--- config.mk ---
export PLATFORM = sky130hd
export DESIGN_NAME = lgge_row_rule
export DESIGN_NICKNAME = d
export VERILOG_FILES = /design/src/rtl/core/lgge_pkg.sv /design/src/rtl/core/lgge_row_rule.sv
export SDC_FILE = /design/constraint.sdc
export NUM_CORES = 1
export LEC_CHECK = 0
export CORE_UTILIZATION = 60
export DETAILED_ROUTE_END_ITERATION = 6
export DONT_BUFFER_PORTS = 1
export PLACE_DENSITY = 0.85
export SETUP_SLACK_MARGIN = 0.05
export SLEW_MARGIN = 5
export SYNTH_ARGS = -nofsm -noshare
export SYNTH_HDL_FRONTEND = slang
export SYNTH_SLANG_ARGS = --single-unit
--- constraint.sdc ---
create_clock -name vclk -period 4.35
set_input_delay 0.435 -clock vclk [all_inputs]
set_output_delay 0.435 -clock vclk [all_outputs]
set_load 0.005 [all_outputs]
--- src/rtl/core/lgge_pkg.sv ---
// shared types and constants for the life grid generation engine
package lgge_pkg;

  localparam int DEF_MAX_WIDTH  = 64;
  localparam int DEF_MAX_HEIGHT = 64;

  localparam int REG_W       = 7;
  localparam int COORD_W     = 6;
  localparam int IN_DATA_W   = 16;
  localparam int IN_USER_W   = 2;
  localparam int OUT_DATA_W  = 8;
  localparam int CFG_IDX_W   = 1;

  localparam logic [REG_W-1:0] REG_RESET = 7'd64;

  localparam logic [CFG_IDX_W-1:0] CFG_IDX_WIDTH  = 1'b0;
  localparam logic [CFG_IDX_W-1:0] CFG_IDX_HEIGHT = 1'b1;

  localparam logic [3:0] BIRTH_COUNT   = 4'd3;
  localparam logic [3:0] SURVIVE_COUNT = 4'd2;

  typedef enum logic [1:0] {
    OP_WRITE = 2'd0,
    OP_READ  = 2'd1,
    OP_GEN   = 2'd2,
    OP_CLEAR = 2'd3
  } op_t;

  typedef enum logic [2:0] {
    S_IDLE,
    S_CLR,
    S_CELL,
    S_GLOAD,
    S_GWR,
    S_RESP
  } state_t;

endpackage

--- src/rtl/core/lgge_row_rule.sv ---
// b3/s23 update of one whole row from the rows above, at and below it
module lgge_row_rule
  import lgge_pkg::*;
#(
  parameter int ROW_W = DEF_MAX_WIDTH
) (
  input  logic [ROW_W-1:0] above,
  input  logic [ROW_W-1:0] mid,
  input  logic [ROW_W-1:0] below,
  input  logic [ROW_W-1:0] col_mask,
  output logic [ROW_W-1:0] next_row
);

  logic [ROW_W+1:0] above_x;
  logic [ROW_W+1:0] mid_x;
  logic [ROW_W+1:0] below_x;

  assign above_x = {1'b0, above, 1'b0};
  assign mid_x   = {1'b0, mid, 1'b0};
  assign below_x = {1'b0, below, 1'b0};

  always_comb begin
    logic [3:0] cnt;
    cnt = '0;
    for (int c = 0; c < ROW_W; c++) begin
      cnt = 4'(above_x[c]) + 4'(above_x[c+1]) + 4'(above_x[c+2])
          + 4'(mid_x[c])                      + 4'(mid_x[c+2])
          + 4'(below_x[c]) + 4'(below_x[c+1]) + 4'(below_x[c+2]);
      next_row[c] = col_mask[c] &
                    ((cnt == BIRTH_COUNT) || (mid[c] && (cnt == SURVIVE_COUNT)));
    end
  end

endmodule

==> results list <==
- Dpl hpwl: 21.61 mm
* Syn Std Cell Area: roughly 11,000 um2
- After the last flow step, the layout net total stands at 1,896.
- The detailed router finished its first iteration with 145 violations.
* Min Clock Period, post-route: 3.618 ns
- The congestion estimate from routability-driven global placement came to ~0.95.
* Critical Path End: next_row[32]
- Hold Startpoint: col_mask[63]
- For this run, the top clock speed supported by timing is 276.4 MHz.
* Worst Tran Pin Value: 0.3949 ns
- STA classifies the critical path startpoint as an input port.
* Top area cells in the synthesized netlist: sky130_fd_sc_hd__fa_1 46%, sky130_fd_sc_hd__ha_1 22%, sky130_fd_sc_hd__inv_1 15%
- Number of cells on the critical path: 9
- Headroom to the max-slew limit came out at 73.62%.
- Mean instance size in the synthesized netlist: 9.096 um2
- Status: finished clean
- After synthesis, flip-flops and latches occupy 0% of the total area.
- For the worst setup path, the data arrival time is 3.18 ns.
- Crit path top cell by count: sky130_fd_sc_hd__fa_1
- After technology mapping, the gate count stands at 1,198.
- Routed WL: 22.01 mm
* Count of placed standard cells including taps: 1,423
- Setup repair after global routing missed its margin: false
* Ant. Diodes: 0
* Worst hold margin: 0.9595 ns
* Dominant delay contributor by cell family on the critical path: adder cells
* Peak per-stage delay on the critical path: 0.57 ns
- The final critical path takes up 83.18% of the cycle.
* Peak supply drop: roughly 130 uV
* GRT Util Overall: 23.82%
* Number of violations of the max-capacitance limit: 0
- The die covers 18,700 um2.
- The via count of the first global-routing pass is 8,404.
* Post-CTS Repair Setup Buffers: 0
- The critical path is of the in2out type.
* Pin count of the biggest net entering global routing: 4
- Initial DRT Pass Iterations: 4
- Final setup violation count: 0
* Horizontal die dimension: 136.8 um
* Starting density of the core: 62.14%
- The analysis attributes to cell leakage a power of 6.167 nW.
- Standard cell with the maximum stage delay on the critical path: sky130_fd_sc_hd__fa_1
- The die is 136.8 um tall.
* P per Cell Area: 219.6 nW/um2
* PnR Total Power: 2.455 mW
* PortBufs: 0
- Using the TritonRoute via totals, the vias-per-cell ratio works out to 5.446.
* Number of buffers inserted for hold repair after clock tree synthesis: 0
- Fill cells in the final layout number 1,421.
- Post-CTS Resized: 0
* Number of warning messages in the yosys log: 0
* Synth area leader: sky130_fd_sc_hd__fa_1
- The number of antenna violations at the first check in global routing came to 0.
- Detailed-route DRC error count: 0
- In this run the remaining antenna-violating nets after routing total 0.
- Final non-filler cell total: between 1,000 and 1,500
- Synthesis instantiated 19 different standard cells from the library.
- The worst hold path belongs to the class in2out.
* Count of clock-net buffers in the final layout: 0
- Of all nets on the critical path, the largest fanout is 2.
- Count of pins on the block boundary: 320
- First-pass GRT wire length: 36.14 mm
- Relative to the synthesized area, the layout overhead comes to 2.583%.
* Ratio of cells with drive above 1 in the final layout: between 2 and 3%
* Required time at the endpoint of the critical path: 3.91 ns
* Aggregate global routing overflow: 0
- Seq Cell Count: 0
* Type of element capturing the critical path: primary output
- Routed length per placed instance: 15.47 um
* Crit-path cells: inv_1 -> fa_1 -> fa_1 -> fa_1 -> inv_1 -> ha_1 -> fa_1 -> or2_2 -> a21oi_1
- The total count of max-transition violations in the final report came to 0.
* Number of hold-slack violations in the final timing report: 0
- The synthesized design devotes to its leading area cell type 46.30% of total area.
* Count of buffering cells on the critical path with inverters included: 2
- Setup tns final: 0 ns
- Row generation in the floorplan step produced 48 rows.
* Sequential cell area in the final layout: 0 um2
- Count of vias placed by the detailed router: 7,750
- Worst setup path startpoint: above[31]
- When the netlist entered floorplanning its net count stood at 1,894.
- Core outline area: 17,540 um2
-- cells in the mapped netlist --
| master | number |
|---|---|
| sky130_fd_sc_hd__inv_1 | 443 |
| sky130_fd_sc_hd__fa_1 | 252 |
| sky130_fd_sc_hd__ha_1 | 188 |
| sky130_fd_sc_hd__a21oi_1 | 115 |
| sky130_fd_sc_hd__nand3_1 | 54 |
| sky130_fd_sc_hd__o211ai_1 | 54 |
| sky130_fd_sc_hd__or2_2 | 30 |
| sky130_fd_sc_hd__or2_0 | 16 |
| sky130_fd_sc_hd__nand2_1 | 9 |
| sky130_fd_sc_hd__nand2b_1 | 8 |
| sky130_fd_sc_hd__or2_1 | 8 |
| sky130_fd_sc_hd__nand3b_1 | 7 |
| sky130_fd_sc_hd__o2111ai_1 | 7 |
| sky130_fd_sc_hd__nor2_1 | 2 |
| sky130_fd_sc_hd__a2111oi_2 | 1 |
| sky130_fd_sc_hd__a211oi_1 | 1 |
| sky130_fd_sc_hd__a31oi_1 | 1 |
| sky130_fd_sc_hd__nor2b_2 | 1 |
| sky130_fd_sc_hd__nor3_1 | 1 |
-- worst min path at each step --
stage / endpoint / slack, ns / cells past startpoint
floorplan: next_row[63] / 0.95 / 2
global placement: next_row[63] / 0.96 / 2
detailed placement: next_row[63] / 0.96 / 2
CTS: next_row[63] / 0.96 / 2
global route: next_row[0] / 0.98 / 2
finish: next_row[63] / 0.96 / 2
-- through the flow --
step	setup slack [ns]	cell area, um2	utilization, %
global route	0.6418	11180	63.74
CTS	0.7030	11180	63.74
floorplan	0.9454	10900	-
global placement	0.7156	11180	63.74
detailed placement	0.7082	11180	63.74
finish	0.7318	11180	63.74
-- final cells by class --
type                       count  area (um2)  area share, %
inverter                     443        1663          14.88
multi-input combinational    755        9234          82.61
tap                          225       281.5          2.518
-- cells in the final DEF, fill, tap and decap left out, drive strengths merged --
master / instances
or2: 54
fa: 252
ha: 188
o211ai: 54
nor3: 1
nor2b: 1
a211oi: 1
o2111ai: 7
nand3b: 7
a21oi: 115
nand2: 9
nand3: 54
a31oi: 1
inv: 443
a2111oi: 1
nor2: 2
nand2b: 8
-- power by group --
group | switching [mW] | internal [mW] | leakage, nW
logic | 1.35 | 1.10 | 6.17
clock network | 0 | 0 | 0
registers | 0 | 0 | 0
total | 1.35 | 1.10 | 6.17
-- layer usage --
layer | vias up | routed length (um) | GRT usage (%)
met5 | - | 0 | 0
met1 | 3778 | 7905 | 26.12
met3 | 48 | 1740 | 4.704
met4 | 0 | 628 | 6.543
met2 | 257 | 11740 | 46.02
li1 | 3667 | - | -
-- kinds of logic (layout without fill, tap and decap cells) --
logic type | Yosys count | in the layout | share of synthesized area (%)
buf+inv | 443 | 443 | 15.26
fa+ha+maj | 440 | 440 | 67.88
compound gates | 179 | 179 | 9.829
simple gates | 136 | 136 | 7.027
Note: power is estimated with default switching activity, not from simulation.
