===== src/rtl/core/lgge_pkg.sv =====
// shared types and constants for the life grid generation engine
package lgge_pkg;

  localparam int DEF_MAX_WIDTH  = 64;
  localparam int DEF_MAX_HEIGHT = 64;

  localparam int REG_W       = 7;
  localparam int COORD_W     = 6;
  localparam int IN_DATA_W   = 16;
  localparam int IN_USER_W   = 2;
  localparam int OUT_DATA_W  = 8;
  localparam int CFG_IDX_W   = 1;

  localparam logic [REG_W-1:0] REG_RESET = 7'd64;

  localparam logic [CFG_IDX_W-1:0] CFG_IDX_WIDTH  = 1'b0;
  localparam logic [CFG_IDX_W-1:0] CFG_IDX_HEIGHT = 1'b1;

  localparam logic [3:0] BIRTH_COUNT   = 4'd3;
  localparam logic [3:0] SURVIVE_COUNT = 4'd2;

  typedef enum logic [1:0] {
    OP_WRITE = 2'd0,
    OP_READ  = 2'd1,
    OP_GEN   = 2'd2,
    OP_CLEAR = 2'd3
  } op_t;

  typedef enum logic [2:0] {
    S_IDLE,
    S_CLR,
    S_CELL,
    S_GLOAD,
    S_GWR,
    S_RESP
  } state_t;

endpackage


===== src/rtl/core/lgge_row_mem.sv =====
// row-wide grid memory, one write port and one registered read port
module lgge_row_mem
  import lgge_pkg::*;
#(
  parameter int DEPTH = DEF_MAX_HEIGHT,
  parameter int ROW_W = DEF_MAX_WIDTH
) (
  input  logic                     clk,
  input  logic                     wr_en,
  input  logic [$clog2(DEPTH)-1:0] wr_addr,
  input  logic [ROW_W-1:0]         wr_data,
  input  logic                     rd_en,
  input  logic [$clog2(DEPTH)-1:0] rd_addr,
  output logic [ROW_W-1:0]         rd_data
);

  logic [ROW_W-1:0] mem [DEPTH];
  logic [ROW_W-1:0] rd_data_r;

  always_ff @(posedge clk) begin
    if (wr_en) begin
      mem[wr_addr] <= wr_data;
    end
  end

  always_ff @(posedge clk) begin
    if (rd_en) begin
      rd_data_r <= mem[rd_addr];
    end
  end

  assign rd_data = rd_data_r;

endmodule


===== config.mk =====
export PLATFORM = sky130hd
export DESIGN_NAME = lgge_row_mem
export DESIGN_NICKNAME = d
export VERILOG_FILES = /design/src/rtl/core/lgge_pkg.sv /design/src/rtl/core/lgge_row_mem.sv
export SDC_FILE = /design/constraint.sdc
export NUM_CORES = 2
export LEC_CHECK = 0
export BUFFER_PORTS_ARGS = -buffer_cell sky130_fd_sc_hd__buf_4
export CAP_MARGIN = 5
export CORE_MARGIN = 8
export CORE_UTILIZATION = 40
export CTS_BUF_LIST = sky130_fd_sc_hd__clkbuf_8
export CTS_CLUSTER_SIZE = 8
export DETAILED_ROUTE_END_ITERATION = 8
export PLACE_DENSITY = 0.66
export SYNTH_ARGS = -nofsm -noshare
export SYNTH_HDL_FRONTEND = slang
export SYNTH_SLANG_ARGS = --single-unit

===== constraint.sdc =====
create_clock -name clk -period 15.3 [get_ports clk]
set_input_delay 0.765 -clock clk [delete_from_list [all_inputs] [get_ports clk]]
set_output_delay 0.765 -clock clk [all_outputs]
set_load 0.03 [all_outputs]

==> implementation parameters <==
Parameter                              Value

Route
  Number of nets with antenna violations after detailed routing    0
  Via density per instance    6.02
  Count of routing violations after the opening detailed-route iteration    10300
  Wire length per cell after detailed routing    34.1 µm
  Post-Route WL    approximately 440000 µm
  DRC    0
  Number of vias after detailed routing    between 70000 and 80000
  Count of TritonRoute iterations in the first routing pass    6

Synth
  Synth area leader    edfxtp_1
  Sequential fraction of the synthesis area    between 70% and 80%
  Post-synthesis register bit count    about 4200
  Synth unique cells    32
  Cell types with the largest area share after synthesis    edfxtp_1 80%, mux4_2 15%, mux2i_1 0.86%
  Total nets after synthesis    6677
  Post-synthesis cell area    157000 µm²
  Post-synthesis area per instance    23.8 µm²
  Share of the synthesized area in the top cell type    79.6%
  Synth Warn #    0
  Syn Inst Count    6598

Clocking
  Clock Tree Buf Depth    4
  Num Clock Sinks    about 4200
  Clock tree root driver cell    clkbuf_8
  Source-to-sink clock delay at the later pin of the worst-skew pair    1160 ps
  Number of buffers inserted during clock tree synthesis    642
  Number of setup buffers added after CTS    0
  CTS clk-pin slew, worst paths    60 ps
  Maximum level of the CTS H-tree    6
  CTS tree    built

Placement
  # port buffers    142
  Global placement routability congestion    0.783
  Total instance count after detailed placement    11800
  HPWL after detailed placement    around 230000 µm

Floorplanning
  Total I/O pin count    ~140
  Die area    413000 µm²
  Initial core utilization    around two fifths
  Die extent in y    642 µm
  Die W    642 µm
  Core ar.    392000 µm²
  Placement row count    230

Finish
  Layout overhead on the synthesized area    12.1%
  Non-filler instance count after layout    ~13000
  Total of fill cells in the finished design    about 32000
  Final Util    44.9%
  Share of layout cells above drive strength 1    28.8%
  Final net count    7303

Run status
  Run status    completed

Power
  Post-route total power    ~22 mW
  Worst vdd rail ir drop    ~0.10 mV
  Leakage component of the power    54.8 nW
  Total power divided by cell area    125 nW/µm²

Worst setup path
  Data arrival time of the critical path    around 5700 ps
  Kind of launch point of the worst setup path    input pin
  Cell count of the worst reg-to-reg path    5
  Path type of the worst setup path    input pin to flip-flop
  Critical path fanouts, max    71
  Slowest-stage cell, CP    buf_4
  Ordered cell list for the critical path    buf_8 -> buf_4 -> buf_4 -> buf_4 -> buf_4 -> nand2b_1 -> o22ai_1 -> o22ai_1 -> and3_1
  Worst path max stage delay    870 ps
  Critical path capture point type    flip-flop
  Critical path data required time    16220 ps
  FF-to-FF Start    mem[63][51]$_DFFE_PP_
  Crit Reg-Reg Endpoint    rd_data[51]$_DFFE_PP_
  Setup slack of the worst register-to-register path    12960 ps
  Most frequent cell on the critical path    buf_4

GRT
  Global-route wire length before repair    around 610000 µm
  Global-route usage over all layers    20.6%
  Number of antenna violations at the first check in global routing    32
  Total global routing overflow    0
  Pin count of the biggest net entering global routing    approximately 140
  Vias in the first global route    78500

Min path
  Worst Hold Path Cells    1
  End of the worst hold path    mem[3][15]$_DFFE_PP_
  Worst hold path class    input pin to flip-flop
  Hold Path Origin    wr_data[15]

STA
  Final-layout setup total negative slack    0 ps
  Number of hold-slack violations in the final timing report    0
  Total setup violations reported at the end of the flow    0
  Crit share post-route    31.2%
  Smallest hold slack    between 100 and 150 ps
  Measured slew at the worst slew-check pin    1230 ps
  Final Max Slew Viols    0
  Unrepaired setup endpoints after global routing    false
  Slew HR    17.8%
  Maximum clock frequency    ~210 MHz
  Period minus WS final    4770 ps
  Final worst clock skew    47.6 ps

Job
  # Max-Cap Violations    0
==> stage by stage <==
step / worst slack (ps) / area, µm²
final: 10530 / 176000
after floorplan: 9100 / 157000
after global routing: 10410 / 176000
after global placement: 9500 / 165000
after CTS: 10710 / 176000
after detailed placement: 9430 / 165000
==> cells in the final DEF, fill, tap and decap left out, types with 38 or more instances in the layout <==
| cell | n |
|---|---|
| edfxtp_1 | 4160 |
| and3_1 | 64 |
| nand3_1 | 45 |
| o221ai_1 | 38 |
| a22o_1 | 88 |
| nor2_4 | 65 |
| clkinv_1 | 72 |
| mux2i_1 | 135 |
| a22oi_1 | 168 |
| inv_1 | 242 |
| clkbuf_8 | 652 |
| nor2_1 | 47 |
| mux4_2 | 1024 |
| a211oi_1 | 61 |
| nand2_1 | 56 |
| o22ai_1 | 83 |
| buf_4 | 327 |
==> cells by family after synthesis <==
logic type,after synthesis,synth area share (%)
simple gates,386,1.23
flops,4160,79.6
buf+inv,389,1.18
compound gates,504,2.47
mux,1159,15.6
==> worst max path at each step <==
stage / end / start / slack, ps / cells past startpoint
floorplan: mem[48][0]$_DFFE_PP_ / wr_addr[3] / 9100 / 4
global placement: rd_data[2]$_DFFE_PP_ / rd_addr[1] / 9500 / 9
detailed placement: rd_data[63]$_DFFE_PP_ / rd_addr[1] / 9430 / 9
CTS: rd_data[26]$_DFFE_PP_ / rd_addr[1] / 10710 / 9
global route: rd_data[48]$_DFFE_PP_ / rd_addr[1] / 10410 / 9
finish: rd_data[63]$_DFFE_PP_ / rd_addr[1] / 10530 / 9
==> synth_stat cells <==
cell type / n
edfxtp_1: 4160
mux4_2: 1024
buf_2: 170
a22oi_1: 168
clkbuf_1: 140
mux2i_1: 135
nor2_1: 112
a22o_1: 88
o22ai_1: 83
and3_1: 64
a211oi_1: 63
nand2_1: 58
nand3_1: 45
o221ai_1: 38
buf_4: 34
or3_1: 29
nor2b_1: 28
or2_2: 28
a41oi_1: 26
buf_1: 20
a2bb2oi_1: 19
inv_1: 19
a31oi_1: 18
nand2b_1: 11
buf_6: 6
and2_1: 3
nand3b_1: 2
nand4_1: 2
nor3_1: 2
a31o_1: 1
nand4b_1: 1
or3b_2: 1
==> flip-flops by register name, summed over array words and instances (netlist names) <==
| signal | count |
|---|---|
| mem | 4096 |
| rd_data | 64 |
==> power breakdown <==
| group | total, mW | internal [mW] | switching (mW) |
|---|---|---|---|
| sequential | 12.7 | 12.6 | 0.0491 |
| combinational | 1.08 | 0.396 | 0.688 |
| clock | 8.17 | 3.99 | 4.17 |
==> per-layer routing <==
layer | wire [µm] | track usage [%] | vias to the layer above
met1 | 165000 | 27.5 | 41900
met3 | 43400 | 4.12 | 786
met2 | 213000 | 33.7 | 4770
met5 | 117 | 0 | -
li1 | - | - | 29800
met4 | 15300 | 7.09 | 18
==> timing repair <==
| action | 4_1_cts | 5_1_grt |
|---|---|---|
| hold endpoints to repair | 160 | 0 |
| hold buffers | 12 | 0 |
| gates resized for setup | 0 | 0 |
==> final cells by class <==
cell class                 count  area [µm²]  share of cell area (%)
clock buffer                 652        8970                    5.10
tap                         5220        6530                    3.71
timing repair buffer         352        2830                    1.61
inverter                      19        71.3                  0.0405
sequential                  4160      125000                    71.0
antenna                       14        35.0                  0.0199
clock inverter               360        1820                    1.03
multi-input combinational   2049       30800                    17.5
==> worst max-delay path: cells and delay by family <==
family	cells	cell delay [ps]
buf+inv	5	3180
compound gates	2	580
simple gates	2	1020
(Power assumes the default switching activity.)
